File: config.mk
export PLATFORM = sky130hd
export DESIGN_NAME = binary_to_packed_bcd
export DESIGN_NICKNAME = d
export VERILOG_FILES = /design/src/sv/b2pbcd_pkg.sv /design/src/sv/b2pbcd_cell.sv /design/src/sv/binary_to_packed_bcd.sv
export SDC_FILE = /design/constraint.sdc
export NUM_CORES = 1
export LEC_CHECK = 0
export ABC_AREA = 1
export ABC_CLOCK_PERIOD_IN_PS = 7000
export BUFFER_PORTS_ARGS = -buffer_cell sky130_fd_sc_hd__clkbuf_2
export CAP_MARGIN = 30
export CORE_UTILIZATION = 53
export CTS_CLUSTER_DIAMETER = 80
export DETAILED_ROUTE_END_ITERATION = 10
export GPL_ROUTABILITY_DRIVEN = 0
export GPL_TIMING_DRIVEN = 0
export PLACE_DENSITY = 0.77
export SYNTH_ARGS = -nofsm -noshare
export SYNTH_HDL_FRONTEND = slang
export SYNTH_SLANG_ARGS = --single-unit
File: constraint.sdc
create_clock -name i_clk -period 7 [get_ports i_clk]
set_input_delay 0.35 -clock i_clk [delete_from_list [all_inputs] [get_ports i_clk]]
set_output_delay 0.35 -clock i_clk [all_outputs]
set_load 0.03 [all_outputs]
File: src/sv/b2pbcd_pkg.sv
// ----------------------------------------------------------------------------
// b2pbcd_pkg: shared types and constants for the binary to packed BCD block
// Holds the datapath sizes and the command code that drives each digit cell.
// ----------------------------------------------------------------------------
package b2pbcd_pkg;

    // Digits kept by the cell chain (2..20); 20 digits hold any 64-bit value
    localparam int MAX_DIGITS = 20;
    // Width of the binary input word
    localparam int VAL_W      = 64;
    // Width of the bit counter used during conversion
    localparam int CNT_W      = $clog2(VAL_W);
    // Width of the digit count input
    localparam int CNT_IN_W   = 5;
    // Width of the byte index output
    localparam int IDX_W      = 4;
    // Bytes produced at the largest digit count
    localparam int MAX_BYTES  = (MAX_DIGITS + 1) / 2;

    // Command sent to every digit cell each cycle
    typedef enum logic [1:0] {
        CELL_HOLD,
        CELL_CLEAR,
        CELL_SHIFT,
        CELL_DROP
    } t_cell_op;

endpackage

File: src/sv/b2pbcd_cell.sv
// ----------------------------------------------------------------------------
// b2pbcd_cell: one decimal digit of the shift-and-add-3 chain
// Holds a BCD digit, adds three when it is five or more, shifts one bit in
// from the lower neighbor and passes its top bit to the upper neighbor.
// In drop mode it takes the digit two places above to stream out pairs.
// ----------------------------------------------------------------------------
module b2pbcd_cell (
    input  logic                 i_clk,
    input  b2pbcd_pkg::t_cell_op i_op,
    input  logic                 i_bit,
    input  logic [3:0]           i_down,
    output logic [3:0]           o_digit,
    output logic                 o_carry
);
    import b2pbcd_pkg::*;

    logic [3:0] r_digit;
    logic [3:0] n_digit;
    logic [3:0] adj;

    // Correct the digit before the doubling step
    assign adj     = (r_digit >= 4'd5) ? (r_digit + 4'd3) : r_digit;
    assign o_carry = adj[3];
    assign o_digit = r_digit;

    // Select the next digit from the command
    always_comb begin
        case (i_op)
            CELL_CLEAR: n_digit = 4'd0;
            CELL_SHIFT: n_digit = {adj[2:0], i_bit};
            CELL_DROP:  n_digit = i_down;
            default:    n_digit = r_digit;
        endcase
    end

    always_ff @(posedge i_clk) begin
        r_digit <= n_digit;
    end

endmodule

File: src/sv/binary_to_packed_bcd.sv
// ----------------------------------------------------------------------------
// binary_to_packed_bcd: 64-bit binary to packed BCD converter
// A chain of digit cells runs shift-and-add-3, one input bit per cycle, then
// streams the lowest digits out two at a time as packed BCD words.
// ----------------------------------------------------------------------------
// Steps: start is taken only in idle; one load step clears the cells and loads the value,
// then all 64 input bits shift through the cell chain, then ceil(n/2) words go out
// (n = count saturated to 20). A count of zero skips the conversion and stays idle.
// One word per cycle while emitting; the receiver cannot stall.
// Synchronous active-low reset returns the controller to idle, no strobe.
module binary_to_packed_bcd (
    input  logic                                i_clk,
    input  logic                                i_rst_n,
    input  logic                                start,
    output logic                                busy,
    input  logic [b2pbcd_pkg::VAL_W-1:0]        i_value,
    input  logic [b2pbcd_pkg::CNT_IN_W-1:0]     i_digit_count,
    output logic                                o_strobe,
    output logic [7:0]                          o_bcd_byte,
    output logic [b2pbcd_pkg::IDX_W-1:0]        o_byte_index,
    output logic                                o_last
);
    import b2pbcd_pkg::*;

    localparam logic [1:0] ST_IDLE = 2'd0;
    localparam logic [1:0] ST_CONV = 2'd1;
    localparam logic [1:0] ST_EMIT = 2'd2;

    logic [1:0]          r_state, n_state;
    logic [VAL_W-1:0]    r_val, n_val;
    logic [CNT_W-1:0]    r_cnt, n_cnt;
    logic [IDX_W-1:0]    r_bytes, n_bytes;
    logic                r_odd, n_odd;
    logic [IDX_W-1:0]    r_idx, n_idx;
    logic                r_strobe, n_strobe;
    logic [7:0]          r_byte, n_byte;
    logic [IDX_W-1:0]    r_oidx, n_oidx;
    logic                r_last, n_last;

    t_cell_op            cell_op;
    logic [3:0]          digit [MAX_DIGITS];
    logic                carry [MAX_DIGITS+1];

    logic                accept;
    logic [CNT_IN_W-1:0] sat_n;
    logic [CNT_IN_W:0]   sum_n;
    logic                is_last;

    assign accept   = start && (r_state == ST_IDLE);
    assign busy     = (r_state != ST_IDLE);
    assign carry[0] = r_val[VAL_W-1];

    // Saturate the count and derive the byte total
    assign sat_n = (i_digit_count > CNT_IN_W'(MAX_DIGITS)) ? CNT_IN_W'(MAX_DIGITS)
                                                           : i_digit_count;
    assign sum_n = {1'b0, sat_n} + (CNT_IN_W+1)'(1);
    assign is_last = (r_idx == (r_bytes - IDX_W'(1)));

    // Build the digit chain
    for (genvar g = 0; g < MAX_DIGITS; g++) begin : g_cell
        logic [3:0] down;
        if (g + 2 < MAX_DIGITS) begin : g_dn
            assign down = digit[g+2];
        end else begin : g_top
            assign down = 4'd0;
        end
        b2pbcd_cell u_cell (
            .i_clk   (i_clk),
            .i_op    (cell_op),
            .i_bit   (carry[g]),
            .i_down  (down),
            .o_digit (digit[g]),
            .o_carry (carry[g+1])
        );
    end

    // Sequence conversion and emission
    always_comb begin
        n_state  = r_state;
        n_val    = r_val;
        n_cnt    = r_cnt;
        n_bytes  = r_bytes;
        n_odd    = r_odd;
        n_idx    = r_idx;
        n_strobe = 1'b0;
        n_byte   = r_byte;
        n_oidx   = r_oidx;
        n_last   = r_last;
        cell_op  = CELL_HOLD;
        unique case (r_state)
            ST_IDLE: begin
                if (start) begin
                    n_val   = i_value;
                    n_cnt   = '0;
                    n_idx   = '0;
                    n_bytes = IDX_W'(sum_n >> 1);
                    n_odd   = sat_n[0];
                    cell_op = CELL_CLEAR;
                    n_state = (sat_n == '0) ? ST_IDLE : ST_CONV;
                end
            end
            ST_CONV: begin
                cell_op = CELL_SHIFT;
                n_val   = {r_val[VAL_W-2:0], 1'b0};
                n_cnt   = r_cnt + CNT_W'(1);
                if (r_cnt == CNT_W'(VAL_W - 1)) begin
                    n_state = ST_EMIT;
                end
            end
            ST_EMIT: begin
                cell_op  = CELL_DROP;
                n_strobe = 1'b1;
                n_byte   = {(r_odd && is_last) ? 4'd0 : digit[1], digit[0]};
                n_oidx   = r_idx;
                n_last   = is_last;
                n_idx    = r_idx + IDX_W'(1);
                if (is_last) begin
                    n_state = ST_IDLE;
                end
            end
            default: begin
                n_state = ST_IDLE;
            end
        endcase
    end

    // Control registers
    always_ff @(posedge i_clk) begin
        if (!i_rst_n) begin
            r_state  <= ST_IDLE;
            r_strobe <= 1'b0;
        end else begin
            r_state  <= n_state;
            r_strobe <= n_strobe;
        end
    end

    // Payload registers
    always_ff @(posedge i_clk) begin
        r_val   <= n_val;
        r_cnt   <= n_cnt;
        r_bytes <= n_bytes;
        r_odd   <= n_odd;
        r_idx   <= n_idx;
        r_byte  <= n_byte;
        r_oidx  <= n_oidx;
        r_last  <= n_last;
    end

    assign o_strobe     = r_strobe;
    assign o_bcd_byte   = r_byte;
    assign o_byte_index = r_oidx;
    assign o_last       = r_last;

`ifndef SYNTHESIS
    a_strobe_from_emit: assert property (@(posedge i_clk) disable iff (!i_rst_n)
        o_strobe |-> $past(r_state == ST_EMIT))
        else $error("word strobed without emit phase");
    a_zero_count_idle: assert property (@(posedge i_clk) disable iff (!i_rst_n)
        (accept && (i_digit_count == '0)) |=> !busy)
        else $error("zero count did not return to idle");
    a_index_range: assert property (@(posedge i_clk) disable iff (!i_rst_n)
        o_strobe |-> (o_byte_index < IDX_W'(MAX_BYTES)))
        else $error("byte index out of range");
    a_last_ends: assert property (@(posedge i_clk) disable iff (!i_rst_n)
        (o_strobe && o_last) |-> (r_state == ST_IDLE))
        else $error("last word strobed while still busy");
`endif

endmodule

=== After elaboration in Yosys (flattened, before gate mapping) ===
Cells that the tools add are included.

* Logic and storage cells: 154
* Bits in latches: 0
* Memories kept: 0
* Output and inout bits: 15
* Flip-flop bits (word level): 175
* Memory bits (read-only): 0
* Memory bits (writable): 0

* Multiplexer cells: 55
* Multipliers: 0
* Divide/modulo/power cells: 0
* $add $sub $neg: 24
* $lt $le $gt $ge: 21
* Eq/ne operators: 10
* Reduce and logical (&&, ||, !) cells: 13
* Shift-type cells: 0
* Bitwise logic cells: 0

{| class="wikitable"
|+ Operators by type and width
! operator !! count
|-
| one-hot mux 4 bit (3 select lines) || 18
|-
| one-hot mux 64 bit (2 select lines) || 1
|-
| >= comparator 4 x 3 -> 1 bit, second input constant || 20
|-
| two-way mux 4 bit || 20
|-
| adder 4 x 2 -> 4 bit, second input constant || 19
|-
| two-way mux 64 bit || 1
|-
| one-hot mux 4 bit (2 select lines) || 3
|-
| one-hot mux 2 bit (3 select lines) || 2
|-
| one-hot mux 6 bit (2 select lines) || 1
|-
| nonzero test 2 bit || 4
|-
| adder 6 x 1 -> 6 bit, second input constant || 1
|-
| equality test 2 bit, second input constant || 3
|-
| equality test 6 bit, second input constant || 1
|-
| two-way mux 2 bit || 3
|-
| two-way mux 6 bit || 1
|-
| != test 2 bit, second input constant || 3
|-
| AND reduction 2 bit || 3
|-
| adder 5 x 1 -> 5 bit, second input constant || 1
|-
| greater-than comparator 5 bit, second input constant || 1
|-
| logical NOT 5 bit || 1
|-
| two-way mux 5 bit || 1
|-
| adder 4 x 1 -> 4 bit, second input constant || 1
|-
| equality test 2 x 1 -> 1 bit, second input constant || 2
|-
| equality test 4 bit || 1
|-
| 9 further kinds || 11
|}

=== Depth between registers and ports, before layout ===
* Word-level depth: 6
* Gate-level depth with buffers: 14

=== By module ===
Synthesis repeated with hierarchy kept, for this count alone.

* Cells, all modules: 1180
* Area total of the unflattened synthesis: 10234.8 sq um

{| class="wikitable"
|+ By module, submodules not included
! module !! area an instance (sq um) !! cells each !! times used !! sequential area each (sq um)
|-
| b2pbcd_cell || 300.3 || 38 || 20 || 120.1
|-
| binary_to_packed_bcd || 4229.1 || 420 || 1 || 2822.7
|}

=== Least setup slack after synthesis ===
Ideal clock, no wire load.

* Path kind: register to register
* Start point: register r_state[1]
* End point: register r_cnt[0] (enable)
* Library setup time: 595 ps
* Data arrival time: 5834 ps
* Clock period less this slack: 6429 ps
* Path slack: 571 ps
* Stages on the path, launching flop included: 7
* Path through: dfxtp_1 -> inv_1 -> ha_1 -> buf_2 -> inv_2 -> buf_2 -> o21ai_0

* Cells in the longest elaborated chain, start to end: 3
* Elaborated cells between the ends (all ways): 5

{| class="wikitable"
|+ Ends and longest elaborated chain
! item !! RTL line !! source
|-
| start, declared || binary_to_packed_bcd.sv:29 || <nowiki>logic [1:0] r_state, n_state;</nowiki>
|-
| start signal, assigned || binary_to_packed_bcd.sv:133 || <nowiki>r_state <= n_state;</nowiki>
|-
| equality test 2 x 1 -> 1 bit / logical NOT 2 bit (equally long branches) || binary_to_packed_bcd.sv:90 || <nowiki>unique case (r_state)</nowiki>
|-
| nonzero test 2 bit (no source line) / != test 2 bit (equally long branches) || -- ||
|-
| AND reduction 2 bit (no source line) (*) || -- ||
|-
| end signal, assigned || binary_to_packed_bcd.sv:141 || <nowiki>r_cnt <= n_cnt;</nowiki>
|-
| end, declared || binary_to_packed_bcd.sv:31 || <nowiki>logic [CNT_W-1:0] r_cnt, n_cnt;</nowiki>
|}

Every way passes the cells marked *; elsewhere a longest branch is shown, timed or not.
A chain may end at the register's enable or synchronous reset.

=== Final worst setup path ===
* Start point: register r_state[0]
* End point: register g_cell[18].u_cell.r_digit[2] (enable)

* Cells in the longest elaborated chain, start to end: 5
* Elaborated cells between the ends (all ways): 9

{| class="wikitable"
|+ Ends and longest elaborated chain
! item !! RTL line !! source
|-
| equality test 2 bit (tied with other cells) || binary_to_packed_bcd.sv:90 ||
|-
| one-hot mux 2 bit (3 select lines) (*) || binary_to_packed_bcd.sv:90 ||
|-
| equality test 2 x 1 -> 1 bit / equality test 2 bit (equally long branches) || b2pbcd_cell.sv:28 || <nowiki>case (i_op)</nowiki>
|-
| OR reduction 2 bit (no source line) || -- ||
|-
| nonzero test 2 bit (no source line) (*) || -- ||
|-
| end signal, assigned || b2pbcd_cell.sv:37 || <nowiki>r_digit <= n_digit;</nowiki>
|-
| end, declared || b2pbcd_cell.sv:17 || <nowiki>logic [3:0] r_digit;</nowiki>
|}

Marks and branches as above.

==> reports/qor.txt <==
status = complete, no violations
Layout Cells excl Fill = 1426
power per cell area = 496 mW/mm^2
width of the die = 136 um
Mean Syn Cell Area = 8.87 um^2
core area = 0.0175 mm^2
RSZ-0062 raised after global routing = false
wire length of the first global-routing pass = 35.7 mm
drt first-iter violations = 716
synth warn = 0
Worst Path Required = 7.14 ns
number of buffers created by CTS = 17
distinct cell type count after synthesis = 27
R2R cell count = 6
DRT Pass-1 Iters = 8
Clock Latency Late Sink = 0.43 ns
die footprint = 0.0186 mm^2
Mapped Area = 0.00957 mm^2
maxcap violations = 0
Pleak = 4.73 nW
Final Max Tran Viols = 0
CTS Hold Bufs = 0
Initial Util = 54.7%
CP Launch Type = flop
reg2reg setup slack = 4.48 ns
clock-pin slew on the worst setup and hold paths = 0.07 ns
antenna violations before repair = 0
final setup fails = 0
vias in the first global route = 7633
design area = 0.0110 mm^2
CTS Root Cell = clkbuf_16
WP data arrival = 2.66 ns
Setup Total Neg Slack = 0 ns
site row count = 48
Hold Slack = 0.172 ns
Die Span Y = 136 um
DP HPWL = 14.7 mm
final core occ = 63.0%
TritonCTS clock tree = yes
final hold vios = 0
worst r2r src = r_state[0]
Final min period = 2.52 ns
drt via density = 5.38
clock sinks = 175
total global-route track usage = 25.1%
final net count = 1308
Port Buffers = 86
fin crit share = 36.0%
Final ANT Viol Nets = 0
CTS Buffer Depth = 2
fraction of layout cells with a size suffix above 1 = 13.1%
DRT Wirelength = 21.8 mm
Post-CTS Setup Inserts = 0
reg2reg end = g_cell[18].u_cell.o_digit[2]
Peak VDD IR = 0.000324 V
largest net degree at the start of global routing = 67
Syn-to-layout area delta = 15.0%
crit path launch = r_state[0]
GR Overflow Total = 0
routed via count = 7673
critical-path maximum fanout = 66
nature of the critical path endpoint = flop
Least-Margin Pin Slew = 0.762 ns
Setup CP Type = reg2reg
Worst Skew = 0.00447 ns
Slew HR = 49.2%
Worst Setup EP = g_cell[18].u_cell.o_digit[2]
placed insts = 1394
cts repair resizes = 0
IO Pins = 87
drc violations = 0
Seq cells post-synth = 175
routed len/inst = 15.3 um
diodes inserted = 0
register area share after synthesis = 54.6%
syn_nets = 1199
Syn Inst Count = 1079
Hold WC Path Type = in2reg
H-tree depth = 4
Cell Area, Placed = 0.0104 mm^2
maximum clock rate = 397 MHz
state kept, by name, summed over array words and instances (netlist names):
signal                 count
o_byte_index               4
r_cnt                      6
o_strobe                   1
r_val                     64
r_state                    2
r_idx                      4
g_cell.u_cell.o_digit     80
o_last                     1
r_bytes                    4
r_odd                      1
o_bcd_byte                 8
critical path: stages (launching register included):
cell and delay, ns:
dfxtp_1 0.35, inv_1 0.10, ha_1 0.34, inv_2 0.17
clkbuf_1 0.61, nand2_4 0.30, buf_16 0.31
how the worst min path moves through the flow:
stage / end / cells past startpoint / slack, ns / from
3_3_place_gp: o_bcd_byte[1] / 0 / 0.49 / g_cell[0].u_cell.o_digit[1]
5_1_grt: r_state[0] / 3 / 0.17 / i_rst_n
2_1_floorplan: o_strobe / 2 / 0.45 / i_rst_n
3_5_place_dp: o_bcd_byte[1] / 0 / 0.50 / g_cell[0].u_cell.o_digit[1]
4_1_cts: r_state[0] / 3 / 0.16 / i_rst_n
6_report: r_state[0] / 3 / 0.17 / i_rst_n
cell families after synthesis:
kind of cell | synth area share, %
adder cells (fa/ha/maj) | 6.28
AND/OR/NAND/NOR | 20.7
flip-flops | 54.6
AO/OA/AOI/OAI | 8.69
XOR/XNOR | 2.29
buffers and inverters | 7.42
cell usage in the layout (no fill, tap or decap), types with 3 or more instances in the layout:
| cell | n |
|---|---|
| bufinv_16 | 3 |
| xor2_1 | 23 |
| clkbuf_1 | 15 |
| buf_2 | 24 |
| inv_2 | 3 |
| nand4_1 | 10 |
| nand3_1 | 70 |
| o21ai_1 | 10 |
| nor3_1 | 12 |
| inv_1 | 140 |
| clkbuf_2 | 86 |
| o21ai_0 | 53 |
| edfxtp_1 | 172 |
| clkbuf_16 | 17 |
| dfxtp_1 | 3 |
| ha_1 | 48 |
| nand2_1 | 337 |
| clkinvlp_4 | 3 |
| inv_6 | 3 |
| clkinv_4 | 3 |
| nor2_1 | 48 |
| a21oi_1 | 97 |
where the power goes:
group	switching (mW)	total [mW]	internal [mW]
Combinational	1.60	2.27	0.664
Clock	0.429	0.997	0.568
Sequential	0.310	2.19	1.88
metrics by stage:
| step | setup slack, ns | total power, mW |
|---|---|---|
| after floorplan | 0.571 | 3.72 |
| after global placement | -1.55 | 4.34 |
| after detailed placement | 4.53 | 4.44 |
| after CTS | 4.51 | 5.45 |
| after global routing | 4.34 | 5.84 |
| final | 4.48 | 5.46 |
cell usage after synthesis, drive strengths merged:
master / count / area share (%)
nand2: 340 / 13
edfxtp: 172 / 54
inv: 143 / 5.6
a21oi: 97 / 5.1
nand3: 71 / 3.8
o21ai: 65 / 3.4
nor2: 50 / 2.1
ha: 48 / 6.3
buf: 24 / 1.3
xor2: 23 / 2.1
clkbuf: 14 / 0.55
nor3: 12 / 0.63
nand4: 10 / 0.65
dfxtp: 3 / 0.63
or2: 2 / 0.13
xnor2: 2 / 0.18
a22oi: 1 / 0.079
a41oi: 1 / 0.092
nor4: 1 / 0.065
per-layer routing:
layer	global-route usage, %	vias up	routed length, um
met4	10.4	0	384
met3	4.66	34	1320
met1	30.6	3595	9260
li1	-	3789	-
met5	0	-	0
met2	43.5	255	10900
area by class of cell:
cell class | instances | area (um^2)
clock buffer | 18 | 429
clock inverter | 14 | 181
fill | 1420 | 6470
inverter | 143 | 537
timing repair buffer | 90 | 526
tap | 225 | 282
sequential | 175 | 5230
buffer | 38 | 173
multi-input combinational | 723 | 3650
(Power assumes the default switching activity.)
